`src/rtl/defoc_pkg.sv`:
```
// ----------------------------------------------------------------------------
// defoc_pkg: shared types and constants
// Payload structs, configuration register indexes, controller commands and
// saturation helper for the dual-encoder voltage and velocity block.
// ----------------------------------------------------------------------------
package defoc_pkg;

  // One input request.
  typedef struct packed {
    logic        [15:0] raw_left;
    logic        [15:0] raw_right;
    logic signed [15:0] vq_left;
    logic signed [15:0] vq_rt;
  } in_t;

  // One result request.
  typedef struct packed {
    logic signed [15:0] phase_a_left;
    logic signed [15:0] phase_b_left;
    logic signed [15:0] phase_c_left;
    logic signed [15:0] phase_a_right;
    logic signed [15:0] phase_b_right;
    logic signed [15:0] phase_c_right;
    logic signed [31:0] velocity;
    logic               velocity_updated;
  } out_t;

  localparam int CFG_IDX_BITS  = 3;
  localparam int CFG_DATA_BITS = 16;

  typedef enum logic [CFG_IDX_BITS-1:0] {
    REG_OFFSET_LEFT  = 3'd0,
    REG_OFFSET_RIGHT = 3'd1,
    REG_POLE_COUNT   = 3'd2,
    REG_VEL_PERIOD   = 3'd3,
    REG_VEL_GAIN     = 3'd4
  } reg_idx_t;

  localparam logic [13:0] OFFSET_LEFT_RST  = 14'd7238;
  localparam logic [13:0] OFFSET_RIGHT_RST = 14'd4262;
  localparam logic [4:0]  POLE_COUNT_RST   = 5'd11;
  localparam logic [3:0]  VEL_PERIOD_RST   = 4'd10;
  localparam logic [15:0] VEL_GAIN_RST     = 16'd44;

  // sqrt(3)/2 in Q15.
  localparam logic signed [17:0] SQRT3_HALF_Q15 = 18'sd28378;

  // Multiplier operand selection.
  typedef enum logic [2:0] {
    MUL_NONE,
    MUL_ANG,
    MUL_SIN,
    MUL_COS,
    MUL_RB,
    MUL_VEL
  } mul_op_t;

  typedef enum logic [3:0] {
    ST_IDLE,
    ST_ANG,
    ST_ADDR,
    ST_SIN,
    ST_COS,
    ST_RB,
    ST_PHS,
    ST_VEL,
    ST_FIL
  } state_t;

  typedef struct packed {
    logic    load_in;
    logic    side;
    mul_op_t mul_op;
    logic    m_wr;
    logic    phs_wr;
    logic    vel_commit;
  } cmd_t;

  typedef struct packed {
    logic out_free;
  } status_t;

  // Saturate a 48-bit signed value to 16 bits.
  function automatic logic signed [15:0] sat16(input logic signed [47:0] v);
    logic signed [15:0] r;
    if (v > 48'sd32767) r = 16'sh7FFF;
    else if (v < -48'sd32768) r = 16'sh8000;
    else r = v[15:0];
    return r;
  endfunction

endpackage

```
`src/rtl/defoc_ctrl.sv`:
```
// ----------------------------------------------------------------------------
// defoc_ctrl: sequencing controller
// Steps the shared multiplier through both motors and the velocity update.
// ----------------------------------------------------------------------------
module defoc_ctrl (
  input  logic                clk,
  input  logic                rst,
  input  logic                in_valid,
  output logic                in_stall,
  input  defoc_pkg::status_t  status,
  output defoc_pkg::cmd_t     cmd
);

  defoc_pkg::state_t state, state_next;
  logic              side, side_next;

  // State and side registers.
  always_ff @(posedge clk) begin
    if (rst) begin
      state <= defoc_pkg::ST_IDLE;
      side  <= 1'b0;
    end else begin
      state <= state_next;
      side  <= side_next;
    end
  end

  // Next state.
  always_comb begin
    state_next = state;
    side_next  = side;
    unique case (state)
      defoc_pkg::ST_IDLE: begin
        if (in_valid) begin
          state_next = defoc_pkg::ST_ANG;
          side_next  = 1'b0;
        end
      end
      defoc_pkg::ST_ANG:  state_next = defoc_pkg::ST_ADDR;
      defoc_pkg::ST_ADDR: state_next = defoc_pkg::ST_SIN;
      defoc_pkg::ST_SIN:  state_next = defoc_pkg::ST_COS;
      defoc_pkg::ST_COS:  state_next = defoc_pkg::ST_RB;
      defoc_pkg::ST_RB:   state_next = defoc_pkg::ST_PHS;
      defoc_pkg::ST_PHS: begin
        if (side) begin
          state_next = defoc_pkg::ST_VEL;
        end else begin
          state_next = defoc_pkg::ST_ANG;
          side_next  = 1'b1;
        end
      end
      defoc_pkg::ST_VEL:  state_next = defoc_pkg::ST_FIL;
      defoc_pkg::ST_FIL: begin
        if (status.out_free) state_next = defoc_pkg::ST_IDLE;
      end
      default: state_next = defoc_pkg::ST_IDLE;
    endcase
  end

  // Outputs.
  always_comb begin
    cmd        = '0;
    cmd.side   = side;
    cmd.mul_op = defoc_pkg::MUL_NONE;
    in_stall   = 1'b1;
    unique case (state)
      defoc_pkg::ST_IDLE: begin
        in_stall    = 1'b0;
        cmd.load_in = in_valid;
      end
      defoc_pkg::ST_ANG:  cmd.mul_op = defoc_pkg::MUL_ANG;
      defoc_pkg::ST_ADDR: cmd.mul_op = defoc_pkg::MUL_NONE;
      defoc_pkg::ST_SIN:  cmd.mul_op = defoc_pkg::MUL_SIN;
      defoc_pkg::ST_COS: begin
        cmd.mul_op = defoc_pkg::MUL_COS;
        cmd.m_wr   = 1'b1;
      end
      defoc_pkg::ST_RB:   cmd.mul_op = defoc_pkg::MUL_RB;
      defoc_pkg::ST_PHS:  cmd.phs_wr = 1'b1;
      defoc_pkg::ST_VEL:  cmd.mul_op = defoc_pkg::MUL_VEL;
      defoc_pkg::ST_FIL:  cmd.vel_commit = status.out_free;
      default: cmd = '0;
    endcase
  end

endmodule

```
`config.mk`:
```
export PLATFORM = sky130hd
export DESIGN_NAME = defoc_ctrl
export DESIGN_NICKNAME = d
export VERILOG_FILES = /design/src/rtl/defoc_pkg.sv /design/src/rtl/defoc_ctrl.sv
export SDC_FILE = /design/constraint.sdc
export NUM_CORES = 1
export LEC_CHECK = 0
export BUFFER_PORTS_ARGS = -buffer_cell sky130_fd_sc_hd__buf_2
export CORE_AREA = 2 2 39 41
export CTS_BUF_LIST = sky130_fd_sc_hd__clkbuf_16
export DETAILED_ROUTE_END_ITERATION = 8
export DIE_AREA = 0 0 41 43
export PLACE_DENSITY = 0.47
export SLEW_MARGIN = 20
export SYNTH_ARGS = -nofsm -noshare
export SYNTH_HDL_FRONTEND = slang
export SYNTH_SLANG_ARGS = --single-unit
```
`constraint.sdc`:
```
create_clock -name clk -period 1.4 [get_ports clk]
set_input_delay 0.21 -clock clk [delete_from_list [all_inputs] [get_ports clk]]
set_output_delay 0.21 -clock clk [all_outputs]
set_load 0.01 [all_outputs]
```
==> flow_metrics.tcl <==
set metrics [dict create \
    status "finished, violations left" \
    violations "setup timing" \
    dpl_cell_area_um2 454 \
    num_antenna_cells 0 \
    io_buffers 12 \
    clock-sinks 5 \
    slew_viol_final 0 \
    finalWorstSetupSlack_ns -0.0423 \
    p_leak_uw 0.000306 \
    initial_utilization_pct 24.8 \
    dp_slack_ns 0.0635 \
    die_w_um 41 \
    synth_cell_types 24 \
    ant_nets 0 \
    hpwlAfterDp_um 662 \
    vias 403 \
    hold_viol 0 \
    cp_max_fo 5 \
    synth_xor_area_share_pct 2.55 \
    cap_violations 0 \
    post-route-min-period_ns 1.44 \
    synth_compound_area_share_pct 16.4 \
    grt_pass1_wl_um 1480 \
    final_common_cell "buf_2" \
    cp.required_ns 1.19 \
    clk_pin_slew_ns 0.03 \
    gp_congestion 0.729 \
    ir_drop_mv 0.832 \
    cts_made_buffers 3 \
    worstSkewPairLatency_ns 0.22 \
    pin_count 13 \
    tightest_slew_ns 0.268 \
    cp.arrival_ns 1.23 \
    r2r_start "state[0]" \
    hp-start "rst" \
    core_um2 1380 \
    p_per_area_nw_per_um2 1170 \
    grt_usage_pct 13.1 \
    fin_crit_sh_pct 103 \
    nNetsFinal 77 \
    hold_slack_ns 0.206 \
    drc 0 \
    fin_cells 88 \
    cts_tree "built" \
    end_kind "primary output" \
    synth_area_um2 343 \
    wl_um 838 \
    synthToLayoutAreaGrowth_pct 88.0 \
    synth_top_family_by_area "simple AND/OR/NAND/NOR gates" \
    rows 14 \
    clockBufferDepth 2 \
    ys_seq_elements 5 \
    fin_area_um2 644 \
    die_area_um2 1760 \
    grt_max_degree 11 \
    htree_levels 1 \
    slew_headroom_pct 81.9 \
    root_buffer "clkbuf_16" \
    critPathLaunch "state[2]" \
    yosys_warnings 0 \
    synthSimpleGateAreaFrac_pct 40.1 \
    syn_nets 52 \
    rsz0062_at_grt "true" \
    setup_viol 3 \
    crit_path_start_kind "flip-flop" \
    power.total_uw 754 \
    grt_overflow 0 \
    die_h_um 43 \
    synth_cells 48 \
    placed_cells 79 \
    viasPerCell 4.58 \
    cts-hold-fix-buffers 0 \
    synth_mux_area_share_pct 3.28 \
    finClkSkew_ns 0.00133 \
    firstDrtPassIters 4 \
    crit_type "flip-flop to primary output" \
    routedWlPerCell_um 9.52 \
    grt_pass1_vias 372 \
    final_cell_mix "buf_2 (12), buf_4 (10), nor2_1 (7)" \
    hold_class "input pin to flip-flop" \
    yosys.area_share.adder_pct 0 \
    seq_area_frac_synth_pct 29.2 \
    drive_gt1_share_pct 55.6 \
    avgSynthCellArea_um2 7.14 \
    drt_iter0_drc 2 \
    timing.fmax_mhz 693 \
    antenna_found_initial 0 \
]
sequential cells by signal, indices dropped and copies added, names as in the netlist:
| register | count |
|---|---|
| side | 1 |
| state | 4 |
final cells by class:
class	count	area [um^2]
fill	138	739
multi-input combinational	37	265
timing repair buffer	24	158
sequential	5	113
clock buffer	3	75.1
tap	16	20.0
inverter	2	10.0
clock inverter	1	3.75
power breakdown:
| group | total (uW) | internal (uW) | switching (uW) |
|---|---|---|---|
| Sequential | 166 | 149 | 16.1 |
| Combinational | 136 | 76.4 | 59.7 |
| Clock | 452 | 369 | 83.0 |
| Total | 754 | 595 | 159 |
what timing repair did:
item / CTS / global route
gates resized for setup: 13 / 9
pin swaps: 3 / 3
setup endpoints to repair: 7 / 7
setup buffers: 5 / 0
logic make-up after synthesis:
logic type	after synthesis
simple gates	26
compound gates	9
flops	5
buf+inv	6
mux	1
xor+xnor	1
synth_stat cells:
| master | instances | area, um^2 |
|---|---|---|
| a21o_1 | 1 | 7.51 |
| buf_4 | 1 | 7.51 |
| nor3_1 | 2 | 10.0 |
| xor2_1 | 1 | 8.76 |
| a21boi_0 | 2 | 15.0 |
| nand2_1 | 2 | 7.51 |
| nor4_1 | 2 | 12.5 |
| inv_1 | 1 | 3.75 |
| nand3_1 | 2 | 10.0 |
| o21ai_0 | 2 | 10.0 |
| clkbuf_1 | 1 | 3.75 |
| and3_1 | 2 | 12.5 |
| buf_2 | 2 | 10.0 |
| mux2_2 | 1 | 11.3 |
| or4b_1 | 1 | 10.0 |
| nor3b_1 | 1 | 7.51 |
| nor2b_1 | 2 | 12.5 |
| o41ai_1 | 1 | 8.76 |
| a21oi_1 | 3 | 15.0 |
| inv_2 | 1 | 3.75 |
| dfxtp_1 | 5 | 100 |
| nor2_1 | 8 | 30.0 |
| or3_1 | 2 | 12.5 |
| nand2b_1 | 2 | 12.5 |
metrics by stage:
stage / TNS [ns] / util [%]
after floorplan: 0 / -
after global placement: 0 / 32.8
after detailed placement: 0 / 32.8
after CTS: -0.0993 / 43.7
after global routing: -0.342 / 46.6
final: -0.109 / 46.6
worst max-delay path, stage by stage (launching register included):
cell	delay (ns)
dfxtp_4	0.36
inv_4	0.04
or3_4	0.35
a21oi_2	0.12
buf_2	0.13
routing by layer:
layer / track usage [%] / routed length, um / vias to the layer above
li1: - / - / 216
met2: 17.2 / 416 / 5
met4: 14.0 / 38 / 0
met1: 15.4 / 363 / 177
met3: 3.14 / 20 / 5
met5: 0 / 0 / -
final timing paths:
check                   to  slack, ns  cells past startpoint
hold reg to reg   state[3]       0.51                      1
hold / removal        side       0.21                      2
setup reg to reg      side       0.07                      4
setup / recovery    cmd[4]      -0.04                      4
No activity file was read; power rests on OpenSTA's default activity.
